## config.mk

```make
export PLATFORM = sky130hd
export DESIGN_NAME = ehwf_outq
export DESIGN_NICKNAME = d
export VERILOG_FILES = /design/src/hdl/ehwf_pkg.sv /design/src/hdl/ehwf_outq.sv
export SDC_FILE = /design/constraint.sdc
export NUM_CORES = 1
export LEC_CHECK = 0
export ABC_AREA = 1
export BUFFER_PORTS_ARGS = -buffer_cell sky130_fd_sc_hd__buf_2
export CAP_MARGIN = 5
export CORE_ASPECT_RATIO = 1.1
export CORE_MARGIN = 2
export CORE_UTILIZATION = 56
export DETAILED_ROUTE_END_ITERATION = 6
export GPL_TIMING_DRIVEN = 0
export PLACE_DENSITY_LB_ADDON = 0.05
export SYNTH_ARGS = -nofsm -noshare
export SYNTH_HDL_FRONTEND = slang
export SYNTH_SLANG_ARGS = --single-unit
```

## constraint.sdc

```tcl
create_clock -name clk -period 6.6 [get_ports clk]
set_input_delay 0.66 -clock clk [delete_from_list [all_inputs] [get_ports clk]]
set_output_delay 0.66 -clock clk [all_outputs]
set_load 0.01 [all_outputs]
```

## src/hdl/ehwf_pkg.sv

```systemverilog
// shared types, constants and window helpers for the event hit window filter
// no dependencies
`default_nettype none
package ehwf_pkg;

	localparam int NUM_DETECTORS = 512;
	localparam int DET_AW        = $clog2(NUM_DETECTORS);
	localparam int ID_W          = 9;
	localparam int CNT_W         = 20;
	localparam int SEL_W         = 10;
	localparam int WIN_W         = 40;
	localparam int EPOCH_W       = 8;
	localparam int IDX_W         = 3;

	localparam logic [CNT_W-1:0]   CNT_MAX       = '1;
	localparam logic [SEL_W-1:0]   SEL_MAX       = '1;
	localparam logic [CNT_W-1:0]   DISABLE_VALUE = 20'd999999;
	localparam logic [WIN_W-1:0]   WIN_RESET     = 40'd1048574951424;
	localparam logic [EPOCH_W-1:0] EPOCH_LAST    = '1;
	localparam logic [DET_AW-1:0]  ADDR_LAST     = DET_AW'(NUM_DETECTORS - 1);

	typedef enum logic [IDX_W-1:0] {
		REG_PIXEL,
		REG_DET_COUNT,
		REG_DET_HITS,
		REG_RING,
		REG_TRACK
	} reg_index_t;

	typedef struct packed {
		logic             has_hit;
		logic [ID_W-1:0]  detector_id;
		logic             last_of_event;
		logic             event_ok;
		logic             rings_present;
		logic [CNT_W-1:0] ring_count;
		logic [CNT_W-1:0] track_count;
	} hit_word_t;

	typedef struct packed {
		logic             passed;
		logic [CNT_W-1:0] hit_total;
		logic [SEL_W-1:0] selected_detectors;
	} result_word_t;

	typedef struct packed {
		logic [WIN_W-1:0] pixel_window;
		logic [WIN_W-1:0] detector_count_window;
		logic [WIN_W-1:0] detector_hits_window;
		logic [WIN_W-1:0] ring_window;
		logic [WIN_W-1:0] track_window;
	} window_set_t;

	typedef struct packed {
		logic [EPOCH_W-1:0] tag;
		logic [CNT_W-1:0]   cnt;
		logic               mark;
	} det_entry_t;

	typedef struct packed {
		logic              en;
		logic [DET_AW-1:0] addr;
		det_entry_t        data;
	} ram_write_t;

	function automatic logic [CNT_W-1:0] win_lo(input logic [WIN_W-1:0] w);
		return w[CNT_W-1:0];
	endfunction

	function automatic logic [CNT_W-1:0] win_hi(input logic [WIN_W-1:0] w);
		return w[WIN_W-1:CNT_W];
	endfunction

	function automatic logic in_window(input logic [WIN_W-1:0] w, input logic [CNT_W-1:0] v);
		return (v >= win_lo(w)) && (v <= win_hi(w));
	endfunction

	function automatic logic window_enabled(input logic [WIN_W-1:0] w);
		return (win_lo(w) != '0) || (win_hi(w) < DISABLE_VALUE);
	endfunction

endpackage
`default_nettype wire

```

## src/hdl/ehwf_outq.sv

```systemverilog
// two-entry result queue between the counter stage and the result channel
// uses ehwf_pkg
`default_nettype none
module ehwf_outq
	import ehwf_pkg::*;
(
	input  wire logic          clk,
	input  wire logic          arst_n,
	input  wire logic          push,
	input  wire result_word_t  push_word,
	output logic               res_valid,
	input  wire logic          res_stall,
	output result_word_t       res,
	output logic [1:0]         level
);

	result_word_t slot0_q;
	result_word_t slot1_q;
	logic [1:0]   cnt_q;
	logic         pop;

	assign res_valid = cnt_q != 2'd0;
	assign res       = slot0_q;
	assign pop       = res_valid & !res_stall;
	assign level     = cnt_q - {1'b0, pop};

	always_ff @(posedge clk or negedge arst_n) begin
		if (!arst_n) begin
			cnt_q <= '0;
		end else begin
			cnt_q <= level + {1'b0, push};
		end
	end

	always_ff @(posedge clk) begin
		if (pop && cnt_q == 2'd2) begin
			slot0_q <= slot1_q;
		end
		if (push) begin
			if (level == 2'd0) begin
				slot0_q <= push_word;
			end else begin
				slot1_q <= push_word;
			end
		end
	end

	a_no_overflow: assert property (@(posedge clk) disable iff (!arst_n)
		push |-> level < 2'd2)
		else $error("result queue overflow");

	a_cnt_range: assert property (@(posedge clk) disable iff (!arst_n)
		cnt_q != 2'd3)
		else $error("result queue count out of range");

	a_push_lands: assert property (@(posedge clk) disable iff (!arst_n)
		push |=> res_valid)
		else $error("pushed word not visible");

endmodule
`default_nettype wire

```

### After elaboration in Yosys (flattened, before gate mapping)

Cells that the tools add are included.
Widths: inputs -> output; s select.

| cells by class | value |
|---|---|
| reductions and logical operators | 5 |
| bitwise operators | 2 |
| equal/unequal tests | 1 |
| muxes and demuxes | 3 |
| add/subtract/negate cells | 2 |

Operators by type and width:

| operator | count |
|---|---|
| $mux 31 | 3 |
| $add 2x1->2 | 1 |
| $eq 2x2->1 const B | 1 |
| $logic_not 2->1 | 1 |
| $reduce_and 2->1 | 1 |
| $reduce_bool 2->1 | 1 |
| $sub 2x1->2 | 1 |
| $and 1x1->1 | 1 |
| $logic_and 1x1->1 | 1 |
| $logic_not 1->1 | 1 |
| $not 1->1 | 1 |

| storage, ports and cells | value |
|---|---|
| bits of input ports | 35 |
| output and inout bits | 34 |
| register bits | 64 |

### Longest topological paths before layout

| depth | value |
|---|---|
| word-level depth | 6 |
| depth in mapped cells | 10 |
| gate-level depth less buffers | 9 |

### Least setup slack after synthesis

Ideal clock, no wire load.

| timing path | value |
|---|---|
| path kind | input port to flip-flop |
| start point | in res_stall |
| end point | reg slot1_q[0] in the netlist's numbering, enable pin |
| buffers on the path | 0 |
| data arrival time | 2.516 ns |
| cell stages on the path | 5 |
| path slack | 3.665 ns |
| cells stage by stage | a21oi_1 ha_1 inv_1 nor2_2 nor2_1 |

| on the way | value |
|---|---|
| longest elaborated chain between the ends | 6 |

RTL lines:

| element | RTL line | RTL |
|---|---|---|
| from (decl) | ehwf_outq.sv:12 | `input wire logic res_stall,` |
| $logic_not 1->1 | ehwf_outq.sv:24 | `assign pop = res_valid & !res_stall;` |
| $and 1x1->1 | ehwf_outq.sv:24 |  |
| $sub 2x1->2 | ehwf_outq.sv:25 | `assign level = cnt_q - {1'b0, pop};` |
| named net level[0] | ehwf_outq.sv:14 | `output logic [1:0] level` |
| $logic_not 2->1 | ehwf_outq.sv:40 | `if (level == 2'd0) begin` |
| $not 1->1 (no line) | n/a |  |
| $reduce_and 2->1 (no line) | n/a |  |
| to (signal assigned) | ehwf_outq.sv:43 | `slot1_q <= push_word;` |
| to (decl) | ehwf_outq.sv:18 | `result_word_t slot1_q;` |

The timed path passes the listed nets, and every way through them passes these cells.
A chain may end at the register's enable or synchronous reset.

### Worst setup path after layout

| timing path | value |
|---|---|
| start point | reg cnt_q[1] |
| end point | out level[1] |

| on the way | value |
|---|---|
| longest elaborated chain between the ends | 3 |

RTL lines:

| element | RTL line | RTL |
|---|---|---|
| from (decl) | ehwf_outq.sv:19 | `logic [1:0] cnt_q;` |
| from (signal assigned) | ehwf_outq.sv:31 | `cnt_q <= level + {1'b0, push};` |
| $reduce_bool 2->1 | ehwf_outq.sv:22 | `assign res_valid = cnt_q != 2'd0;` |
| $and 1x1->1 | ehwf_outq.sv:24 |  |
| $sub 2x1->2 (*) | ehwf_outq.sv:25 |  |
| to (decl) | ehwf_outq.sv:14 |  |

Mark *: on every way between the ends. The rest lies on a longest branch, timed or not.

==> key figures <==
Synthesis
  – Synth Area in XOR/XNOR: 0.00638
  – Post-Syn Area: 2740 sq um
  – Post-synth top area share: 0.339
  – Ys flop type: edfxtp_1
  – Post-synthesis async set-or-reset flop share: 0.0313
  – Synth area leaders: edfxtp_1, dfxtp_1, nand2_1, nand3_1, inv_1
  – Synth Area in Simple Gates: 0.255
  – Area leader, netlist: edfxtp_1
  – Post-synth EDFFs: 31
  – Cells after synthesis: 313
  – Compound-Gate Fraction of Synth Area: 0.00182
  – Cell variety after synth: 18
  – Synth warnings: 0
  – Share of the yosys chip area belonging to registers: 0.584
  – Mapped Nets: 350
  – Mux cell area share after synthesis: 0
  – Combinational family with the most area after synthesis: simple AND/OR/NAND/NOR gates
  – Count leader, synth: nand2_1
  – Avg Cell Area, Syn: 8.77 sq um
  – Synthesis-stage register bit count: 64
  – Post-synth top cells: nand2_1, inv_1, nand3_1
  – Post-Synth Adder-Cell Area: 0.00912

Detailed routing
  – Vias: 2,163
  – Via-to-Cell Ratio: 4.79
  – Wire per inst: 12.2 um
  – Iter 0 DRT Violations: 119
  – Detail Route Antenna Nets: 0
  – DR DRC count: 0
  – TritonRoute pass-1 iters: 4
  – Drt total wl: 5.51 mm

Global route
  – M2 GR Usage: 0.363
  – Largest net degree at the start of global routing: 32
  – Gr ovfl total: 0
  – Global Route met3 Usage: 0.0688
  – Vias in the first global route: 2,031
  – Gr busiest metal: met2
  – Initial antenna violation count: 0
  – First-pass GRT wire length: 9.03 mm
  – M1 GR Usage: 0.249
  – Tot GR Track Use: 0.217

Final layout
  – Layout Nets: 429
  – Finished Core Util: 0.711
  – ANT cells: 0
  – Layout area overhead: 21.3%
  – Layout cell share with drive strength beyond 1: 0.263
  – FILL cells: 389
  – Finished Layout Cells: 452
  – Finished Cell Area: 3330 sq um

Clocking
  – Post-CTS Setup Inserts: 0
  – Skew-Pair Late Insertion Delay: 0.34 ns
  – Root buf cell: clkbuf_8
  – # H-tree levels: 3
  – Clock Path Buffers: 2
  – TritonCTS buffer count: 9
  – Resized Gates After CTS: 0
  – Clk slew on worst S/H paths: 0.06 ns
  – CTS tree: built
  – CTS Hold Buffers Added: 0
  – Clk sinks: 64

Setup path
  – Nature of the critical path endpoint: primary output
  – Crit Path Class: reg -> out
  – R2R Setup Slk: 4.44 ns
  – Reg2Reg Capture Point: slot1_q[25]
  – Worst Path Required: 5.94 ns
  – Worst-path fanout max: 4
  – Worst r2r src: cnt_q[1]
  – Reg2reg path depth: 6
  – CP Launch Type: register
  – Worst EP arrival: 1.58 ns

Placement
  – Placed cell count: 437
  – Buffers on Ports: 68
  – DP Wirelength: 3.56 mm
  – GP Congestion: 0.770
  – Post-DP Area: 3160 sq um

STA
  – RSZ-0062 raised after global routing: false
  – Maximum clock frequency: 0.447 GHz
  – Final clock period utilization by the worst path: 0.339
  – Measured slew at the worst slew-check pin: 0.916 ns
  – Period minus WS final: 2.24 ns
  – Slew HR: 0.388
  – Final Slew Violations: 0
  – Final setup viols: 0
  – Clock skew: 0.00433 ns
  – Final hold violation count: 0
  – Final setup TNS: 0 ns
  – WHS: 0.0934 ns

Pwr
  – Internal power: 1.01 mW
  – Comb power frac: 0.412
  – Switch share: 0.373
  – Sequential share of power: 0.406
  – PD cells: 485 nW/um^2
  – Leakage: 1.80 nW
  – VDD IR max: 0.275 mV
  – Clock share of power: 0.182
  – Sw Pwr: 601 uW

Hold path
  – Min-Delay Path Class: in -> async

Floorplan
  – DIE AREA: 5480 sq um
  – Row cnt: 26
  – Initial Util: 0.586
  – Ports: 69
  – Die width: 70.7 um
  – Core Footprint: 4680 sq um
  – Die Y: 77.4 um

Job
  – Max Cap Violations: 0

Run status
  – Status: finished, final reports clean
## layout make-up
| cell class | count | area [sq um] | area share |
|---|---|---|---|
| clock buffer | 14 | 163 | 0.0489 |
| sequential | 64 | 1600 | 0.481 |
| clock inverter | 1 | 5.00 | 0.00150 |
| buffer | 15 | 139 | 0.0417 |
| tap | 56 | 70.1 | 0.0210 |
| inverter | 68 | 255 | 0.0767 |
| multi-input combinational | 166 | 756 | 0.227 |
| timing repair buffer | 68 | 340 | 0.102 |
## cells by family (layout without fill, tap and decap cells)
logic type / Yosys count / after routing
buf+inv: 83 / 166
fa+ha+maj: 2 / 2
simple gates: 161 / 161
compound gates: 1 / 1
xor+xnor: 2 / 2
flops: 64 / 64
## critical path, stage by stage (launching register included)
cell and delay [ns]:
dfrtp_1 0.45, inv_2 0.08, a21oi_1 0.13, ha_1 0.17, xor2_1 0.22, buf_2 0.18
## layer usage
layer  wire length (um)  share of wire
met5                  0              0
met4                107          0.019
met3                350          0.064
met2               2710           0.49
met1               2340           0.42
## sequential cells by signal, indices dropped and copies added, names as in the netlist
name / count
slot1_q: 31
res: 31
cnt_q: 2
## worst max path at each step
stage                     startpoint     endpoint  slack, ns
after global placement     res_stall  slot1_q[17]       2.84
after CTS                   cnt_q[1]     level[1]       4.34
after detailed placement   res_stall   slot1_q[3]       4.18
after floorplan            res_stall   slot1_q[0]       3.66
after global routing        cnt_q[1]  slot1_q[25]       4.27
final                       cnt_q[1]     level[1]       4.36
## cell usage in the layout, fill, tap and decap left out
master,Yosys,layout
nand2_1,94,94
buf_2,3,71
inv_1,64,64
nand3_1,62,62
dfxtp_1,31,31
edfxtp_1,31,31
clkbuf_8,0,11
buf_6,9,9
inv_2,4,4
buf_4,3,3
clkbuf_1,0,3
xor2_1,2,2
nor2_4,1,2
ha_1,2,2
dfrtp_1,2,2
a21oi_1,1,1
nand3_2,1,1
nor2_2,1,1
nand2_2,1,1
clkinv_2,0,1
## power by group through the flow
stage	logic [mW]	clock network, mW	registers [mW]
2_1_floorplan	0.399	0	0.712
3_3_place_gp	0.658	0	0.661
3_5_place_dp	0.671	0	0.663
4_1_cts	0.675	0.299	0.656
5_1_grt	0.760	0.316	0.671
6_report	0.665	0.294	0.655
## through the flow
step                      power, mW  worst slack [ns]
after floorplan                1.11              3.66
after global placement         1.32              2.84
after detailed placement       1.33              4.18
after CTS                      1.63              4.34
after global routing           1.75              4.27
final                          1.61              4.36
No activity file was read; power rests on OpenSTA's default activity.
