### src/hdl/ehwf_pkg.sv
// shared types, constants and window helpers for the event hit window filter
// no dependencies
`default_nettype none
package ehwf_pkg;

	localparam int NUM_DETECTORS = 512;
	localparam int DET_AW        = $clog2(NUM_DETECTORS);
	localparam int ID_W          = 9;
	localparam int CNT_W         = 20;
	localparam int SEL_W         = 10;
	localparam int WIN_W         = 40;
	localparam int EPOCH_W       = 8;
	localparam int IDX_W         = 3;

	localparam logic [CNT_W-1:0]   CNT_MAX       = '1;
	localparam logic [SEL_W-1:0]   SEL_MAX       = '1;
	localparam logic [CNT_W-1:0]   DISABLE_VALUE = 20'd999999;
	localparam logic [WIN_W-1:0]   WIN_RESET     = 40'd1048574951424;
	localparam logic [EPOCH_W-1:0] EPOCH_LAST    = '1;
	localparam logic [DET_AW-1:0]  ADDR_LAST     = DET_AW'(NUM_DETECTORS - 1);

	typedef enum logic [IDX_W-1:0] {
		REG_PIXEL,
		REG_DET_COUNT,
		REG_DET_HITS,
		REG_RING,
		REG_TRACK
	} reg_index_t;

	typedef struct packed {
		logic             has_hit;
		logic [ID_W-1:0]  detector_id;
		logic             last_of_event;
		logic             event_ok;
		logic             rings_present;
		logic [CNT_W-1:0] ring_count;
		logic [CNT_W-1:0] track_count;
	} hit_word_t;

	typedef struct packed {
		logic             passed;
		logic [CNT_W-1:0] hit_total;
		logic [SEL_W-1:0] selected_detectors;
	} result_word_t;

	typedef struct packed {
		logic [WIN_W-1:0] pixel_window;
		logic [WIN_W-1:0] detector_count_window;
		logic [WIN_W-1:0] detector_hits_window;
		logic [WIN_W-1:0] ring_window;
		logic [WIN_W-1:0] track_window;
	} window_set_t;

	typedef struct packed {
		logic [EPOCH_W-1:0] tag;
		logic [CNT_W-1:0]   cnt;
		logic               mark;
	} det_entry_t;

	typedef struct packed {
		logic              en;
		logic [DET_AW-1:0] addr;
		det_entry_t        data;
	} ram_write_t;

	function automatic logic [CNT_W-1:0] win_lo(input logic [WIN_W-1:0] w);
		return w[CNT_W-1:0];
	endfunction

	function automatic logic [CNT_W-1:0] win_hi(input logic [WIN_W-1:0] w);
		return w[WIN_W-1:CNT_W];
	endfunction

	function automatic logic in_window(input logic [WIN_W-1:0] w, input logic [CNT_W-1:0] v);
		return (v >= win_lo(w)) && (v <= win_hi(w));
	endfunction

	function automatic logic window_enabled(input logic [WIN_W-1:0] w);
		return (win_lo(w) != '0) || (win_hi(w) < DISABLE_VALUE);
	endfunction

endpackage
`default_nettype wire

### src/hdl/ehwf_count.sv
// counter stage: read-modify-write of the per-detector counters with forwarding,
// epoch tagging, clearing sweep, running totals and the end-of-event judgement; uses ehwf_pkg
`default_nettype none
module ehwf_count
	import ehwf_pkg::*;
(
	input  wire logic         clk,
	input  wire logic         arst_n,
	input  wire logic         accept,
	input  wire hit_word_t    hit,
	input  wire window_set_t  win,
	input  wire det_entry_t   rd_entry,
	output logic [DET_AW-1:0] rd_addr,
	output ram_write_t        wr,
	output logic              push,
	output result_word_t      result,
	output logic              busy
);

	logic [ID_W+DET_AW-1:0] id_ext;
	logic                   id_in_range;

	logic              valid_s1;
	logic              fwd_s1;
	hit_word_t         hit_s1;
	logic [DET_AW-1:0] addr_s1;
	logic              in_range_s1;
	det_entry_t        fwd_entry_s1;

	logic [EPOCH_W-1:0] epoch_q;
	logic [CNT_W-1:0]   total_q;
	logic [SEL_W-1:0]   sel_q;
	logic               clr_active_q;
	logic [DET_AW-1:0]  clr_addr_q;

	det_entry_t       ent_raw;
	logic             ent_live;
	logic [CNT_W-1:0] cnt_old;
	logic             mark_old;
	logic [CNT_W-1:0] cnt_new;
	logic             sel_now;
	logic             det_upd;
	logic [CNT_W-1:0] total_nx;
	logic [SEL_W-1:0] sel_nx;
	logic             ok;
	logic             wrap;

	assign id_ext      = (ID_W + DET_AW)'(hit.detector_id);
	assign id_in_range = id_ext < (ID_W + DET_AW)'(NUM_DETECTORS);
	assign rd_addr     = id_ext[DET_AW-1:0];

	always_comb begin
		ent_raw  = fwd_s1 ? fwd_entry_s1 : rd_entry;
		ent_live = ent_raw.tag == epoch_q;
		cnt_old  = ent_live ? ent_raw.cnt : '0;
		mark_old = ent_live & ent_raw.mark;
		cnt_new  = (cnt_old == CNT_MAX) ? cnt_old : cnt_old + 1'b1;
		sel_now  = !mark_old && (cnt_new > win_lo(win.detector_hits_window))
			&& (cnt_new < win_hi(win.detector_hits_window));
		det_upd  = valid_s1 & hit_s1.has_hit & in_range_s1;

		total_nx = total_q;
		if (valid_s1 && hit_s1.has_hit && total_q != CNT_MAX) begin
			total_nx = total_q + 1'b1;
		end
		sel_nx = sel_q;
		if (det_upd && sel_now && sel_q != SEL_MAX) begin
			sel_nx = sel_q + 1'b1;
		end

		if (clr_active_q) begin
			wr.en   = 1'b1;
			wr.addr = clr_addr_q;
			wr.data = '0;
		end else begin
			wr.en        = det_upd;
			wr.addr      = addr_s1;
			wr.data.tag  = epoch_q;
			wr.data.cnt  = cnt_new;
			wr.data.mark = mark_old | sel_now;
		end

		ok = hit_s1.event_ok && in_window(win.pixel_window, total_nx);
		if (window_enabled(win.detector_count_window)) begin
			ok = ok && in_window(win.detector_count_window, CNT_W'(sel_nx));
		end
		if (window_enabled(win.ring_window)) begin
			ok = ok && hit_s1.rings_present && in_window(win.ring_window, hit_s1.ring_count);
		end
		if (window_enabled(win.track_window)) begin
			ok = ok && in_window(win.track_window, hit_s1.track_count);
		end

		push                      = valid_s1 & hit_s1.last_of_event;
		result.passed             = ok;
		result.hit_total          = total_nx;
		result.selected_detectors = sel_nx;

		wrap = push && (epoch_q == EPOCH_LAST);
		busy = clr_active_q | wrap;
	end

	always_ff @(posedge clk or negedge arst_n) begin
		if (!arst_n) begin
			valid_s1     <= 1'b0;
			fwd_s1       <= 1'b0;
			epoch_q      <= '0;
			total_q      <= '0;
			sel_q        <= '0;
			clr_active_q <= 1'b1;
			clr_addr_q   <= '0;
		end else begin
			valid_s1 <= accept;
			fwd_s1   <= accept && wr.en && (wr.addr == rd_addr);
			if (push) begin
				epoch_q <= epoch_q + 1'b1;
				total_q <= '0;
				sel_q   <= '0;
			end else begin
				total_q <= total_nx;
				sel_q   <= sel_nx;
			end
			if (clr_active_q) begin
				if (clr_addr_q == ADDR_LAST) begin
					clr_active_q <= 1'b0;
					clr_addr_q   <= '0;
				end else begin
					clr_addr_q <= clr_addr_q + 1'b1;
				end
			end else if (wrap) begin
				clr_active_q <= 1'b1;
				clr_addr_q   <= '0;
			end
		end
	end

	always_ff @(posedge clk) begin
		if (accept) begin
			hit_s1       <= hit;
			addr_s1      <= rd_addr;
			in_range_s1  <= id_in_range;
			fwd_entry_s1 <= wr.data;
		end
	end

	a_no_accept_in_sweep: assert property (@(posedge clk) disable iff (!arst_n)
		clr_active_q |-> !accept)
		else $error("item accepted during clearing sweep");

	a_wrap_starts_sweep: assert property (@(posedge clk) disable iff (!arst_n)
		(push && epoch_q == EPOCH_LAST) |=> clr_active_q)
		else $error("epoch wrap without clearing sweep");

	a_sel_le_total: assert property (@(posedge clk) disable iff (!arst_n)
		CNT_W'(sel_q) <= total_q)
		else $error("selected count above hit total");

	a_fwd_needs_item: assert property (@(posedge clk) disable iff (!arst_n)
		fwd_s1 |-> valid_s1)
		else $error("forward flag without item");

endmodule
`default_nettype wire

### config.mk
export PLATFORM = sky130hd
export DESIGN_NAME = ehwf_count
export DESIGN_NICKNAME = d
export VERILOG_FILES = /design/src/hdl/ehwf_pkg.sv /design/src/hdl/ehwf_count.sv
export SDC_FILE = /design/constraint.sdc
export NUM_CORES = 1
export LEC_CHECK = 0
export BUFFER_PORTS_ARGS = -buffer_cell sky130_fd_sc_hd__clkbuf_2
export CAP_MARGIN = 25
export CELL_PAD_IN_SITES_DETAIL_PLACEMENT = 1
export CELL_PAD_IN_SITES_GLOBAL_PLACEMENT = 1
export CORE_UTILIZATION = 30
export CTS_BUF_LIST = sky130_fd_sc_hd__clkbuf_8
export DETAILED_ROUTE_END_ITERATION = 7
export PLACE_DENSITY_LB_ADDON = 0.1
export SLEW_MARGIN = 20
export SYNTH_ARGS = -nofsm -noshare
export SYNTH_HDL_FRONTEND = slang
export SYNTH_SLANG_ARGS = --single-unit
### constraint.sdc
create_clock -name clk -period 8.8 [get_ports clk]
set_input_delay 0.44 -clock clk [delete_from_list [all_inputs] [get_ports clk]]
set_output_delay 0.44 -clock clk [all_outputs]
set_load 0.01 [all_outputs]
# ---- Word level (Yosys, flattened, before mapping)
# Cells that the tools add are included.
dict set report classes {
  reduce_logical 26
  mux 17
  add_sub_neg 5
  magnitude_cmp 14
  eq_ne 7
  bitwise 6
}
# op count
set ops {}
lappend ops {{20-bit 2-to-1 mux} 4}
lappend ops {{20-bit >= comparator} 3}
lappend ops {{20-bit <= comparator} 3}
lappend ops {{20-bit less-than comparator, second input constant} 3}
lappend ops {{20-bit nonzero test} 3}
lappend ops {{20-bit by 1-bit adder with 20-bit output, second input constant} 2}
lappend ops {{39-bit 2-to-1 mux} 1}
lappend ops {{29-bit 2-to-1 mux} 1}
lappend ops {{9-bit 2-to-1 mux} 3}
lappend ops {{20-bit == test, second input constant} 1}
lappend ops {{10-bit by 20-bit >= comparator with 1-bit output} 1}
lappend ops {{20-bit > comparator} 1}
lappend ops {{10-bit by 20-bit <= comparator with 1-bit output} 1}
lappend ops {{20-bit less-than comparator} 1}
lappend ops {{10-bit 2-to-1 mux} 2}
lappend ops {{20-bit != test, second input constant} 1}
lappend ops {{1-bit logical AND} 18}
lappend ops {{10-bit by 1-bit adder with 10-bit output, second input constant} 1}
lappend ops {{9-bit by 10-bit less-than comparator with 1-bit output, second input constant} 1}
lappend ops {{10-bit != test, second input constant} 1}
lappend ops {{9-bit by 1-bit adder with 9-bit output, second input constant} 1}
lappend ops {{9-bit == test} 1}
lappend ops {{9-bit == test, second input constant} 1}
lappend ops {{8-bit by 1-bit adder with 8-bit output, second input constant} 1}
lappend ops {{other kinds (8)} 19}
dict set report word_totals {
  word_cells 93
  regBits 133
}

# ---- Depth between registers and ports, before layout
dict set report logic_depth {
  ltp_word 20
  ltp_mapped 40
  mapped_depth_nobuf 32
}

# ---- Worst setup path before layout
# No wires, ideal clock.
dict set report synth_timing {
  path_type {register to output}
  start {register fwd_s1}
  end {output port result[30] (netlist name)}
  required_ps 8360
  path_stages_with_launch 41
  path_buffers 8
  setup_slack_ps 828
  t_arrival_ps 7532
  cell_sequence {dfrtp_1 buf_6 buf_6 buf_6 mux2i_1 xnor2_1 nor4_1 nand2_1 clkbuf_1 clkbuf_1 clkbuf_1 nor2_1 ha_1 nand4_1 o22ai_1 nand3_1 nor2b_1 clkbuf_1 (+5 left out) nand4_1 or2_2 or3_1 o211a_1 o211ai_1 nor2_1 nand4_1 mux2_2 ha_1 nor2b_1 o21a_1 o21ai_0 a21oi_1 nor2_1 o21a_1 o221ai_1 a2111oi_0 buf_4}
}
# item line
set synth_rtl {}
lappend synth_rtl {{from (decl)} ehwf_count.sv:24} ;# logic fwd_s1;
lappend synth_rtl {{from (signal assigned)} ehwf_count.sv:114} ;# fwd_s1 <= accept && wr.en && (wr.addr == rd_addr);
lappend synth_rtl {{to (decl)} ehwf_count.sv:16} ;# output result_word_t result,

==> qor.yml <==
outcome: "finished, final reports clean"
yosysTopAreaCell: "edfxtp_1"
setup_viol: 0
crit_fanout: 14
post-place-ws_ns: 0.564
worst_pin_slew_ns: 0.930
p_switching_mw: 0.558
synthCells: 1240
cts-htree-levels: 4
p_seq_frac: 0.457
end_kind: "output pin"
yosysWarnings: 0
crit_top_cell: "nor2_1"
synth_top_area_share: 0.216
clockRootBuffer: "clkbuf_8"
clk_path_buf_depth: 2
cts_tree: "built"
core_um2: 37500
p_sw_frac: 0.337
drt-total-wl_mm: 39.0
critPathCapture: "result[30]"
syn_area_per_cell_um2: 9.19
critical_path_class: "flop to output pin"
layout.nets: 2075
rows: 71
power_mw: 1.66
post-route-drc-count: 0
initial_core_util: 0.304
startpoint: "fwd_s1"
areaGrowthSynthToFinish_pct: 24.4
grt_max_degree: 52
p_int_mw: 1.10
routabilityCongestion: 0.871
dp.final_hpwl_mm: 32.5
ios: 366
antenna_found_initial: 3
synthDistinctLibCells: 60
grt_pass1_vias: 10877
reg2reg_depth: 23
final_layout_size_suffix_gt1_frac: 0.271
ant_nets: 0
fin_skew_ns: 0.0213
die-area_um2: 38800
cts_buffers: 17
die_h_um: 197
cts.sinks: 132
p_comb_frac: 0.240
synth_flop_cell: "edfxtp_1"
placement.io_buffers: 365
fin_crit_ns: 8.26
viasPerCell: 4.88
synthArstFlopShare: 0.379
drv_cap: 0
p_per_area_nw_per_um2: 117
routedWlPerCell_um: 18.3
synth_fp_nets: 1710
pwr-share-clk: 0.303
hp-class: "primary input to asynchronous set/reset pin"
drtPass1Iterations: 4
slowest_delay_ns: 0.52
synth_area_leaders: "edfxtp_1, ha_1, dfrtp_1"
p_leak_nw: 7.49
hold_violations: 0
synth.yosys.seq_area_share: 0.326
insertion_delay_ns: 0.50
track_usage: 0.202
fp.dieW_um: 197
worstReg2RegStart: "fwd_s1"
cp_data_arrival_time_ns: 7.82
vias: 10410
grt_pass1_wl_mm: 59.7
overflow: 0
drv_slew: 0
period_share: 0.939
synth-edff-count: 82
mappedNetlistArea_um2: 11400
ff2ff_setup_slack_ns: 3.09
layout_common_cells: "clkbuf_2, inv_1, ha_1"
slowest_stage: "dfrtp_2"
slew_headroom: 0.377
drt_iter0_markers: 387
worstPathRequired_ns: 8.36
fmax_ghz: 0.121
start_kind: "flop"
layout_commonest_cell: "clkbuf_2"
reg2reg_to: "sel_q[5]"
yosys_register_bits: 132
cts.clk_slew.worst_paths_ns: 0.10
timing.final.ws_setup_ns: 0.541
ir_worst_vdd_mv: 0.0834
==> critical path: cells and delay by family (launching register included) <==
| family | cells | cell delay [ns] |
|---|---|---|
| AO/OA/AOI/OAI | 9 | 1.63 |
| XOR/XNOR | 2 | 0.23 |
| adder cells (fa/ha/maj) | 3 | 0.84 |
| buffers and inverters | 3 | 0.61 |
| flip-flops | 1 | 0.52 |
| multiplexers | 3 | 0.83 |
| AND/OR/NAND/NOR | 15 | 2.64 |
==> synth_stat cells (8+ instances only) <==
master,n
buf_4,10
o21ai_0,44
nor3_1,19
edfxtp_1,82
and3_1,11
nand2b_1,17
ha_1,185
and2_1,27
inv_1,186
a21o_1,38
mux2_2,13
a21oi_1,48
o211ai_1,8
nor2b_1,27
nor4_1,32
clkbuf_1,15
xor2_1,31
and4_1,9
dfrtp_1,49
nand2_1,59
nand3_1,35
a211oi_1,8
xnor2_1,37
nor2_1,81
nand4_1,47
mux2i_1,33
==> stage by stage <==
step | instance area [um2] | util | hold slack (ns) | setup TNS, ns | std cells
final | 14200 | 0.378 | 0.0669 | 0 | 2133
after global routing | 14200 | 0.378 | 0.0569 | -0.0134 | 2132
after detailed placement | 13700 | 0.366 | 0.530 | 0 | 2090
after global placement | 13700 | 0.366 | 0.522 | 0 | 2090
after CTS | 14100 | 0.376 | 0.0511 | 0 | 2122
after floorplan | 11400 | - | 0.144 | 0 | 1240
==> state kept, by name (all words and copies together) (netlist names) <==
register / flops
hit_s1: 44
fwd_entry_s1: 29
total_q: 20
sel_q: 10
addr_s1: 9
clr_addr_q: 9
epoch_q: 8
clr_active_q: 1
fwd_s1: 1
valid_s1: 1
==> layer usage <==
metal | up-vias | share of wire | routed length (um) | GRT usage
li1 | 5143 | - | - | -
met1 | 4986 | 0.45 | 17700 | 0.257
met2 | 243 | 0.49 | 19000 | 0.346
met3 | 38 | 0.041 | 1610 | 0.0368
met4 | 0 | 0.018 | 705 | 0.0609
met5 | - | 0 | 0 | 0
==> kinds of logic after synthesis <==
kind of cell	after synthesis	share of synthesized area
xor gates and xnor gates	68	0.0523
buffers and inverters	218	0.0771
and+or+nand+nor	397	0.188
AOI/OAI and AO/OA	194	0.111
adders and majority gates	185	0.203
muxes	46	0.0418
DFF	132	0.326
==> worst min path at each step <==
stage	slack [ns]	cells past startpoint	endpoint	startpoint
2_1_floorplan	0.14	0	clr_addr_q[0]	arst_n
3_3_place_gp	0.52	1	clr_addr_q[3]	clr_addr_q[3]
3_5_place_dp	0.53	1	clr_addr_q[3]	clr_addr_q[3]
4_1_cts	0.05	1	hit_s1[19]	hit[19]
5_1_grt	0.06	1	hit_s1[41]	hit[41]
6_report	0.07	2	epoch_q[7]	arst_n
==> power by group through the flow <==
stage / Combinational (mW) / Sequential, mW / Clock, mW
6_report: 0.397 / 0.757 / 0.502
5_1_grt: 0.452 / 0.764 / 0.545
4_1_cts: 0.402 / 0.758 / 0.526
3_5_place_dp: 0.398 / 0.771 / 0
3_3_place_gp: 0.388 / 0.771 / 0
2_1_floorplan: 0.222 / 0.753 / 0
==> cell type report <==
| cell class | instances | area, um2 |
|---|---|---|
| timing repair buffer | 378 | 1930 |
| tap | 511 | 639 |
| multi-input combinational | 890 | 6820 |
| antenna | 4 | 10.0 |
| sequential | 132 | 3720 |
| clock buffer | 17 | 234 |
| clock inverter | 15 | 121 |
| fill | 4562 | 23300 |
| inverter | 186 | 698 |
==> what timing repair did <==
item,4_1_cts,5_1_grt
gates resized for setup,1,5
buffers inserted,0,7
hold buffers,0,0
pin swaps,0,2
setup endpoints to repair,1,1
(Power assumes the default switching activity.)
