$ cat src/hdl/ehwf_ram.sv
// generic single write port, single read port ram with registered read data
// no dependencies
`default_nettype none
module ehwf_ram #(
	parameter int WIDTH = 8,
	parameter int DEPTH = 16
) (
	input  wire logic                     clk,
	input  wire logic                     we,
	input  wire logic [$clog2(DEPTH)-1:0] waddr,
	input  wire logic [WIDTH-1:0]         wdata,
	input  wire logic [$clog2(DEPTH)-1:0] raddr,
	output logic      [WIDTH-1:0]         rdata
);

	logic [WIDTH-1:0] mem [DEPTH];

	always_ff @(posedge clk) begin
		if (we) begin
			mem[waddr] <= wdata;
		end
		rdata <= mem[raddr];
	end

endmodule
`default_nettype wire

$ cat config.mk
export PLATFORM = sky130hd
export DESIGN_NAME = ehwf_ram
export DESIGN_NICKNAME = d
export VERILOG_FILES = /design/src/hdl/ehwf_ram.sv
export SDC_FILE = /design/constraint.sdc
export NUM_CORES = 1
export LEC_CHECK = 0
export BUFFER_PORTS_ARGS = -buffer_cell sky130_fd_sc_hd__buf_4
export CORE_MARGIN = 8
export CORE_UTILIZATION = 41
export CTS_CLUSTER_DIAMETER = 60
export CTS_CLUSTER_SIZE = 28
export DETAILED_ROUTE_END_ITERATION = 8
export PLACE_DENSITY = 0.66
export SYNTH_ARGS = -nofsm -noshare
export SYNTH_HDL_FRONTEND = slang
export SYNTH_SLANG_ARGS = --single-unit
$ cat constraint.sdc
create_clock -name clk -period 1.9 [get_ports clk]
set_input_delay 0.095 -clock clk [delete_from_list [all_inputs] [get_ports clk]]
set_output_delay 0.095 -clock clk [all_outputs]
set_load 0.01 [all_outputs]
After elaboration in Yosys (flattened, before gate mapping)
Memory sizes are Yosys's and may differ from the RTL's. A register that Yosys moved wholly into a read port is not among the register bits.
Cells that the tools add are included.

word-level totals
  register bits = 0
  bits in writable memories = 128
  input bits = 18
  output and inout port bits = 8
  logic and storage cells = 3
  memories = 1

cells by class
  muxes and demuxes = 2

memory list
  name  depth  bits a word  rd ports  clocked after Yosys merged registers in  write ports  line  source
  mem   16     8            1         1                                        1            16    logic [WIDTH-1:0] mem [DEPTH];

operators by type and width
  operator  count
  $mux 1    2

Depth between registers and ports, before layout
Gate-level depths: netlist (run 1).

  depth after elaboration = 2
  depth in mapped cells = 5

Worst setup path after synthesis (run 1)
No wires, ideal clock.

  path type = input to register
  start point = input waddr[2]
  end point = memory mem[0][0] (enable)
  arrival = 1.205 ns
  required time = 1.517 ns
  slack = 0.312 ns
  stages = 2
  buffers on the path = 0
  cells stage by stage = or3b_2 -> nor3_1

RTL lines
  element             line  source
  start: declaration  10    input wire logic [$clog2(DEPTH)-1:0] waddr,
  end: declaration    16

Straight into the memory's write port.

==> summary.md, run 1 <==
| Metric | Value |
|---|---|
| Outcome | finished clean |
| CTS tree | yes |
| Initial DRC count | between 100 and 150 |
| Post-Syn Area | between 5000 and 6000 µm² |
| Max Fclk | 0.742 GHz |
| First-pass GRT wire length | approximately 15 mm |
| Fillers | 990 |
| Die Ht | 128 µm |
| Crit Path Class | flop to flop |
| Pin count of the biggest net entering global routing | 33 |
| Die Wd | between 100 and 150 µm |
| Grt total ovfl | 0 |
| CTS Hold Bufs | 7 |
| Most frequent cells in the layout | edfxtp_1 (128), buf_4 (45), mux4_2 (18), clkbuf_16 (17), a22oi_1 (16) |
| Total CTS buffers | 17 |
| Unrepaired setup endpoints after global routing | no |
| Clk pwr share | 0.494 |
| Tot GR Track Use | 0.127 |
| Slowest stage cell, crit path | mux4_1 |
| Average size of a mapped cell | between 20 and 25 µm² |
| Die area | 16400 µm² |
| Antenna diodes | 0 |
| Register area share after synthesis | 0.778 |
| Crit-path max FO | 1 |
| Area of the multi-input gates | 1060 µm² |
| Layout cells sized above 1 | 0.306 |
| Async SR Flop Fraction | 0 |
| Initial antenna violation count | 0 |
| Clock buffer depth | 2 |
| Setup_tns | 0 ns |
| Sequential share of power | 0.460 |
| Antenna viol nets, final | 0 |
| Worst-path cell chain | mux4_1, a22oi_1, nand2_1 |
| Row cnt | between 40 and 50 |
| Post-cts resize count | 0 |
| DR vias/cell | 5.00 |
| Via count | 2382 |
| Worst-skew pair later-pin latency | roughly 0.41 ns |
| Clk sinks | around 140 |
| Max-cap violation count | 0 |
| PwrDens | 1150 nW/µm² |
| Synth top area share | 0.747 |
| Worst VDD drop | 808 µV |
| Register area | 4000 µm² |
| Worst Skew | 0.00936 ns |
| Starting density of the core | 0.415 |
| Startpoint class of the critical path | flop |
| WHS | 0.00454 ns |
| Setup violators final | 0 |
| Sw Share | 0.185 |
| GPL Wtd Cong | 0.719 |
| Worst-path clk slew | 0.06 ns |
| Vias in the first global route | 2624 |
| DRC Markers | 0 |
| H-tree depth | 4 |
| Post-synth top area cell | edfxtp_1 |
| Max Slew Vio Count | 0 |
| Yosys synthesis warning count | 0 |
| Syn Nets | around 250 |
| Synth area leaders | edfxtp_1 (75%), mux4_2 (7.9%), mux4_1 (7.1%), dfxtp_1 (3.1%), a22oi_1 (2.3%) |
| Leak pwr | around 2.2 nW |
| Worst Max-Slew Pin Slew | about 0.44 ns |
| Crit path DAT | between 1.5 and 2 ns |
| Total Wirelength | between 9 and 10 mm |
| Post-synth cell types | 19 |
| DP Wirelength | a little under 6 mm |
| Setup crit end kind | flop |
| Synthesized flop and latch total | around 140 |
| Nets | 309 |
| Root buf cell | clkbuf_16 |
| Post-CTS setup buffer count | 0 |
| Final Cycle Share | 0.709 |
| Most common cell after layout, fill and taps aside | edfxtp_1 |
| Internal power | 5.98 mW |
| Area Growth Syn to Fin | 23.7% |
| Number of enable flip-flop cells after synthesis | between 100 and 150 |
| Combinational Power Share | 0.046 |
| DR WL/cell | slightly below 20 µm |
| Switch Pwr | between 1 and 1.5 mW |
| Prevailing post-synth register cell | edfxtp_1 |
| Hold Path Class | input pin to flop |
| Final min period | approximately 1.3 ns |
| I/O pins | 26 |
| Port Buffers | 25 |
| Worst path required time | 2.19 ns |
| Core Region | between 10000 and 15000 µm² |
| Drt first pass iters | 4 |
| Syn Inst Count | between 200 and 250 |
| Max-slew headroom | 0.707 |
| CP peak stage delay | 0.51 ns |
| Final hold vios | 0 |
state kept, by name, summed over array words and instances (netlist names):
| register | flops |
|---|---|
| mem | 128 |
| rdata | 8 |
cell families after synthesis:
family | synth area share
AOI/OAI and AO/OA | 0.0233
buffers and inverters | 0.0168
DFF | 0.778
and+or+nand+nor | 0.0318
muxes | 0.150
synthesized netlist by cell type, types with 2 or more instances:
cell type	number
edfxtp_1	128
mux4_2	18
a22oi_1	16
mux4_1	14
nor2_1	13
nand2_1	9
dfxtp_1	8
nor3_1	4
buf_2	3
buf_6	3
clkdlybuf4s25_2	3
nand2b_1	2
nand3b_1	2
final cells by class:
class,instances,share of cell area
Sequential cell,136,0.629
Clock inverter,12,0.0352
Clock buffer,20,0.0686
Multi-Input combinational cell,83,0.166
Tap cell,172,0.0338
Timing Repair Buffer,53,0.0672
power groups by stage:
stage / sequential (mW) / clock, mW / combinational, mW
finish: 3.37 / 3.62 / 0.339
global route: 3.38 / 3.80 / 0.372
CTS: 3.38 / 3.67 / 0.349
detailed placement: 3.44 / 0 / 0.336
global placement: 3.43 / 0 / 0.329
floorplan: 3.44 / 0 / 0.170
per-stage QoR:
| stage | instances | util | power (mW) | cell area [µm²] | worst slack, ns |
|---|---|---|---|---|---|
| after CTS | 476 | 0.513 | 7.40 | 6360 | 0.538 |
| after global routing | 476 | 0.513 | 7.55 | 6360 | 0.489 |
| after global placement | 437 | 0.454 | 3.76 | 5630 | 0.302 |
| after floorplan | 229 | - | 3.61 | 5150 | 0.312 |
| after detailed placement | 437 | 0.454 | 3.77 | 5630 | 0.284 |
| final | 476 | 0.513 | 7.33 | 6360 | 0.553 |
final timing paths:
check                                start        end  slack, ns  cells past startpoint
worst max-delay path             mem[1][0]   rdata[0]       0.55                      3
worst min-delay path              wdata[6]  mem[2][6]      0.005                      1
worst max register to register   mem[1][0]   rdata[0]       0.55                      3
worst min register to register  mem[12][0]   rdata[0]       0.66                      3
per-layer routing:
| layer | vias up | share of wire | GRT usage |
|---|---|---|---|
| met1 | 1231 | 0.42 | 0.150 |
| met3 | 9 | 0.046 | 0.0462 |
| met4 | 0 | 0.011 | 0.0462 |
| li1 | 1094 | - | - |
| met5 | - | 0 | 0 |
| met2 | 48 | 0.52 | 0.210 |
worst max-delay path: cells and delay by family (launching register included):
family             cells  cell delay, ns
and+or+nand+nor        1            0.08
AOI/OAI and AO/OA      1            0.29
muxes                  1            0.51
DFF                    1            0.35
(Power assumes the default switching activity.)
==> run 2: changes to the inputs <==
- PLACE_DENSITY: 0.66 -> 0.68
- clock period: 1.9 -> 1.13 ns (I/O delays scaled with it)
==> summary.md, run 2 (same netlist as run 1, synthesis figures left out) <==
| Metric | Value |
|---|---|
| Nets | 314 (+1.6%) |
| Area Growth Syn to Fin | 26.9% |
| H-tree depth | 4 (unchanged) |
| Worst-skew pair later-pin latency | 0.40 ns (about the same) |
| Final hold vios | 0 (unchanged) |
| Final Cycle Share | 1.16 (+0.450) |
| Unrepaired setup endpoints after global routing | yes |
| Root buf cell | clkbuf_16 |
| DP Wirelength | 6.58 mm (+11%) |
| Layout cells sized above 1 | 0.388 (+0.0824) |
| Max-cap violation count | 0 (unchanged) |
| R2r endpoint | rdata[2] |
| Setup crit end kind | flop |
| Worst Hold Launch | waddr[1] |
| DR WL/cell | 20.9 µm (+5.7%) |
| Worst Max-Slew Pin Slew | 0.950 ns (+0.511 ns) |
| Die Wd | 128 µm (unchanged) |
| Max reg flops | 128 (unchanged) |
| Tot GR Track Use | 0.136 (+0.00838) |
| DRC Markers | 0 (unchanged) |
| Crit path DAT | 1.59 ns (-0.05 ns) |
| Critical path startpoint | mem[1][2] |
| Max Slew Vio Count | 0 (unchanged) |
| Initial DRC count | 154 (+11%) |
| Via count | 2421 (+1.6%) |
| First-pass GRT wire length | 15.9 mm (+6.9%) |
| Initial antenna violation count | 0 (unchanged) |
| Max-slew headroom | 0.364 (-0.343) |
| Fillers | 973 (-1.7%) |
| Worst VDD drop | 988 µV (+22%) |
| Worst Skew | 0.00560 ns (-0.00377 ns) |
| Reg with most FFs | mem |
| Place WS | -0.336 ns (-0.620 ns) |
| Port Buffers | 25 (unchanged) |
| Post-route setup slack | -0.180 ns (-0.733 ns) |
| DR vias/cell | 5.03 (+0.58%) |
| Startpoint class of the critical path | flop |
| FF-to-FF setup slack | -0.18 ns (-0.73 ns) |
| Most common cell after layout, fill and taps aside | edfxtp_1 |
| Max Fclk | 0.763 GHz (+2.8%) |
| Drt first pass iters | 4 (unchanged) |
| Die area | 16400 µm² (unchanged) |
| Top flop regs | mem: 128 flops, rdata: 8 flops |
| Row cnt | 41 (unchanged) |
| Final Instance Area | 6530 µm² (+2.6%) |
| Worst reg-to-reg path cell count | 3 (unchanged) |
| Crit Path Class | flop to flop |
| Outcome | finished, violations left |
| FF-to-FF Start | mem[1][2] |
| Antenna viol nets, final | 0 (unchanged) |
| Placed Area | 5790 µm² (+2.8%) |
| Vias in the first global route | 2571 (-2.0%) |
| Total CTS buffers | 17 (unchanged) |
| Crit-path max FO | 1 (unchanged) |
| PwrDens | 1860 nW/µm² (+62%) |
| Most frequent cells in the layout | edfxtp_1 (128), buf_4 (40), mux4_2 (27), clkbuf_16 (17) |
| Total Wirelength | 10.1 mm (+6.8%) |
| Worst path required time | 1.41 ns (-0.78 ns) |
| Failing checks | negative setup slack |
| Setup violators final | 8 (+8) |
| Pin count of the biggest net entering global routing | 17 (-48%) |
| Antenna diodes | 0 (unchanged) |
| Die Ht | 128 µm (unchanged) |
| Worst-path clk slew | 0.06 ns (about the same) |
| GPL Wtd Cong | 0.700 (-2.6%) |
| Core Region | 12400 µm² (unchanged) |
| CTS tree | yes |
| Hold Path Class | input pin to flop |
| Final min period | 1.31 ns (-0.0371 ns) |
| Setup_tns | -0.956 ns (-0.956 ns) |
| Critical Path Sink | rdata[2] |
| Starting density of the core | 0.415 (unchanged) |
| Leak pwr | 2.19 nW (+1.1%) |
| Grt total ovfl | 0 (unchanged) |
| I/O pins | 26 (unchanged) |
| Clock buffer depth | 2 (unchanged) |
| Clk sinks | 136 (unchanged) |
-- run 2: cell count changes in the layout (fill, tap and decap cells not counted), sizes merged --
cell | previous run | this run
buf | 46 | 50
bufinv | 6 | 5
clkinv | 3 | 5
clkinvlp | 3 | 2
dlygate4sd3 | 7 | 8
-- run 2: worst max-delay path, stage by stage, from the launching register on --
cell and delay [ns]:
edfxtp_1 0.36, mux4_1 0.52, a22oi_1 0.22, nand2_1 0.09
-- run 2: worst min path at each step --
stage / depth (start not counted) / slack, ns / end
6_report: 3 / 0.16 / mem[0][1]
5_1_grt: 3 / 0.15 / mem[0][1]
2_1_floorplan: 0 / 0.16 / mem[0][0]
4_1_cts: 3 / 0.15 / mem[0][1]
3_3_place_gp: 1 / 0.36 / mem[2][1]
3_5_place_dp: 1 / 0.37 / mem[6][1]
-- run 2: power by group --
group	total, mW	internal, mW	switching (mW)	leakage [nW]
clock	5.83	3.91	1.92	0.302
combinational	0.658	0.332	0.327	0.666
sequential	5.68	5.64	0.0427	1.22
total	12.2	9.88	2.29	2.19
-- run 2: timing repair --
action | in CTS | in global routing
hold buffers | 8 | 0
setup endpoints to repair | 8 | 8
endpoints found under the hold margin | 128 | 0
pin swaps | 4 | 2
gates resized for setup | 9 | 2
setup buffers | 0 | 0
-- run 2: metrics by stage --
step	power, mW	hold WS (ns)	std cells	util
finish	12.2	0.156	481	0.526
global placement	6.40	0.358	441	0.467
detailed placement	6.42	0.369	441	0.467
floorplan	6.09	0.155	229	-
CTS	12.3	0.145	481	0.525
global route	12.6	0.154	481	0.526
-- run 2: final cells by class --
cell class              instances  area, µm²  share of cell area
repair buffers                 58        581              0.0889
multi-input cells              83       1090               0.168
well taps                     172        215              0.0330
clock inverters                12        200              0.0307
flip-flops and latches        136       4000               0.613
clock buffers                  20        437              0.0669
-- run 2: metal layers --
metal,up-vias,track usage,share of wire
met5,-,0,0
met2,62,0.209,0.50
met4,0,0.0566,0.011
li1,1099,-,-
met3,10,0.0337,0.053
met1,1250,0.181,0.43
==> run 3: changes to the inputs <==
- CELL_PAD_IN_SITES_DETAIL_PLACEMENT: not set -> 1
- CELL_PAD_IN_SITES_GLOBAL_PLACEMENT: not set -> 1
- PLACE_DENSITY: 0.68 -> 0.74
==> summary.md, run 3 (same netlist as run 1, synthesis figures left out) <==
| Metric | Value |
|---|---|
| Outcome | finished, violations left |
| Failing checks | negative setup slack |
| Port Buffers | 25 (unchanged) |
| Crit path DAT | 1.60 ns (about the same) |
| Crit-path max FO | 1 (unchanged) |
| Via count | 2562 (+5.8%) |
| Root buf cell | clkbuf_16 |
| Top flop regs | mem: 128 flops, rdata: 8 flops |
| Area Growth Syn to Fin | 26.9% (unchanged) |
| Setup crit end kind | flop |
| Tot GR Track Use | 0.161 (+0.0247) |
| Die Ht | 128 µm (unchanged) |
| Hold Path Class | input pin to flop |
| Total Wirelength | 12.3 mm (+22%) |
| Starting density of the core | 0.415 (unchanged) |
| First-pass GRT wire length | 18.2 mm (+14%) |
| I/O pins | 26 (unchanged) |
| Clock buffer depth | 2 (unchanged) |
| Worst-skew pair later-pin latency | 0.42 ns (+0.02 ns) |
| Die area | 16400 µm² (unchanged) |
| Worst reg-to-reg path cell count | 3 (unchanged) |
| Clk sinks | 136 (unchanged) |
| Die Wd | 128 µm (unchanged) |
| Hold Crit Depth | 3 (unchanged) |
| Final Cycle Share | 1.15 (-0.00633) |
| Total CTS buffers | 17 (unchanged) |
| Drt first pass iters | 4 (unchanged) |
| Antenna diodes | 0 (unchanged) |
| Max Fclk | 0.768 GHz (+0.55%) |
| DRC Markers | 0 (unchanged) |
| Worst-path clk slew | 0.06 ns (about the same) |
| Worst Skew | 0.0114 ns (+0.00577 ns) |
| CTS tree | yes |
| Initial antenna violation count | 0 (unchanged) |
| Worst VDD drop | 1280 µV (+29%) |
| Max-slew headroom | 0.398 (+0.0336) |
| Antenna viol nets, final | 0 (unchanged) |
| Startpoint class of the critical path | flop |
| Row cnt | 41 (unchanged) |
| WHS | 0.150 ns (-0.00625 ns) |
| GPL Wtd Cong | 0.697 (-0.41%) |
| DR vias/cell | 5.29 (+5.2%) |
| H-tree depth | 4 (unchanged) |
| Post-CTS setup buffer count | 0 (unchanged) |
| Most common cell after layout, fill and taps aside | edfxtp_1 |
| Reg with most FFs | mem |
| Grt total ovfl | 0 (unchanged) |
| Most frequent cells in the layout | edfxtp_1 (128), buf_4 (45), mux4_2 (28), clkbuf_16 (17), nor2_1 (10) |
| Setup violators final | 8 (unchanged) |
| Setup_tns | -1.09 ns (-0.136 ns) |
| Final hold vios | 0 (unchanged) |
| DP Wirelength | 7.75 mm (+18%) |
| Pin count of the biggest net entering global routing | 18 (+1) |
| Layout cells sized above 1 | 0.407 (+0.0187) |
| Vias in the first global route | 2814 (+9.5%) |
| PwrDens | 1880 nW/µm² (+1.0%) |
| Max-cap violation count | 0 (unchanged) |
| Max reg flops | 128 (unchanged) |
| Nets | 317 (+0.96%) |
| DR WL/cell | 25.3 µm (+21%) |
| Max Slew Vio Count | 0 (unchanged) |
| Core Region | 12400 µm² (unchanged) |
| CP peak stage delay | 0.50 ns (-0.02 ns) |
| Final min period | 1.30 ns (-0.00715 ns) |
| Worst-path cell chain | mux4_2, a22oi_2, nand2_1 |
| Unrepaired setup endpoints after global routing | yes |
| Worst path required time | 1.42 ns (about the same) |
| Crit Path Class | flop to flop |
| Initial DRC count | 172 (+12%) |
| Leak pwr | 2.20 nW (+0.58%) |
| Worst Max-Slew Pin Slew | 0.900 ns (-0.0502 ns) |
| Slowest stage cell, crit path | mux4_2 |
| Post-route setup slack | -0.173 ns (+0.00715 ns) |
==> run 3: changes by cell type in the layout (fill, tap and decap cells not counted), moves of 2 or more <==
cell,change
clkbuf_1,-2
a22oi_1,-2
clkinvlp_4,-2
buf_12,-2
a22oi_2,+2
buf_4,+5
clkinv_2,+3
==> run 3: what timing repair did <==
action                                 CTS  global route
setup endpoints to repair                8             8
hold buffers                             8             0
resized for setup                       11             3
pin swaps                                4             4
endpoints found under the hold margin  128             0
cloned                                   0             0
==> run 3: final timing paths <==
| check | end | from | slack, ns |
|---|---|---|---|
| min | mem[0][2] | waddr[1] | 0.15 |
| max | rdata[2] | mem[11][2] | -0.17 |
| min reg2reg | rdata[2] | mem[7][2] | 0.69 |
| max reg2reg | rdata[2] | mem[11][2] | -0.17 |
==> run 3: layer usage <==
layer  vias up  wire (µm)  global-route usage
li1       1104          -                   -
met1      1365       5060               0.189
met2        79       6430               0.270
met3        14        564              0.0399
met4         0        198              0.0762
met5         -          0                   0
==> run 3: area by class of cell <==
class                   count  area, µm²
clock buffers              18        429
clock inverters            14        204
fillers                  1102       5880
multi-input cells          83       1100
flip-flops and latches    136       4000
well taps                 172        215
repair buffers             61        578
==> run 3: report_power, final <==
group          total [mW]  internal, mW  switching, mW
logic               0.683         0.332          0.350
registers            5.69          5.64         0.0488
clock network        5.93          3.89           2.04
==> run 3: through the flow <==
step	total power [mW]	cells	area (µm²)	worst slack, ns	util
5_1_grt	12.6	484	6530	-0.211	0.526
3_5_place_dp	6.43	444	5790	-0.311	0.467
2_1_floorplan	6.09	229	5180	-0.0500	-
4_1_cts	12.4	484	6530	-0.208	0.526
6_report	12.3	484	6530	-0.173	0.526
3_3_place_gp	6.40	444	5790	-0.283	0.467
==> run 3: critical path: cells and delay by family, from the launching register on <==
| family | cells | cell delay [ns] |
|---|---|---|
| and+or+nand+nor | 1 | 0.08 |
| AOI/OAI and AO/OA | 1 | 0.22 |
| muxes | 1 | 0.50 |
| DFF | 1 | 0.38 |
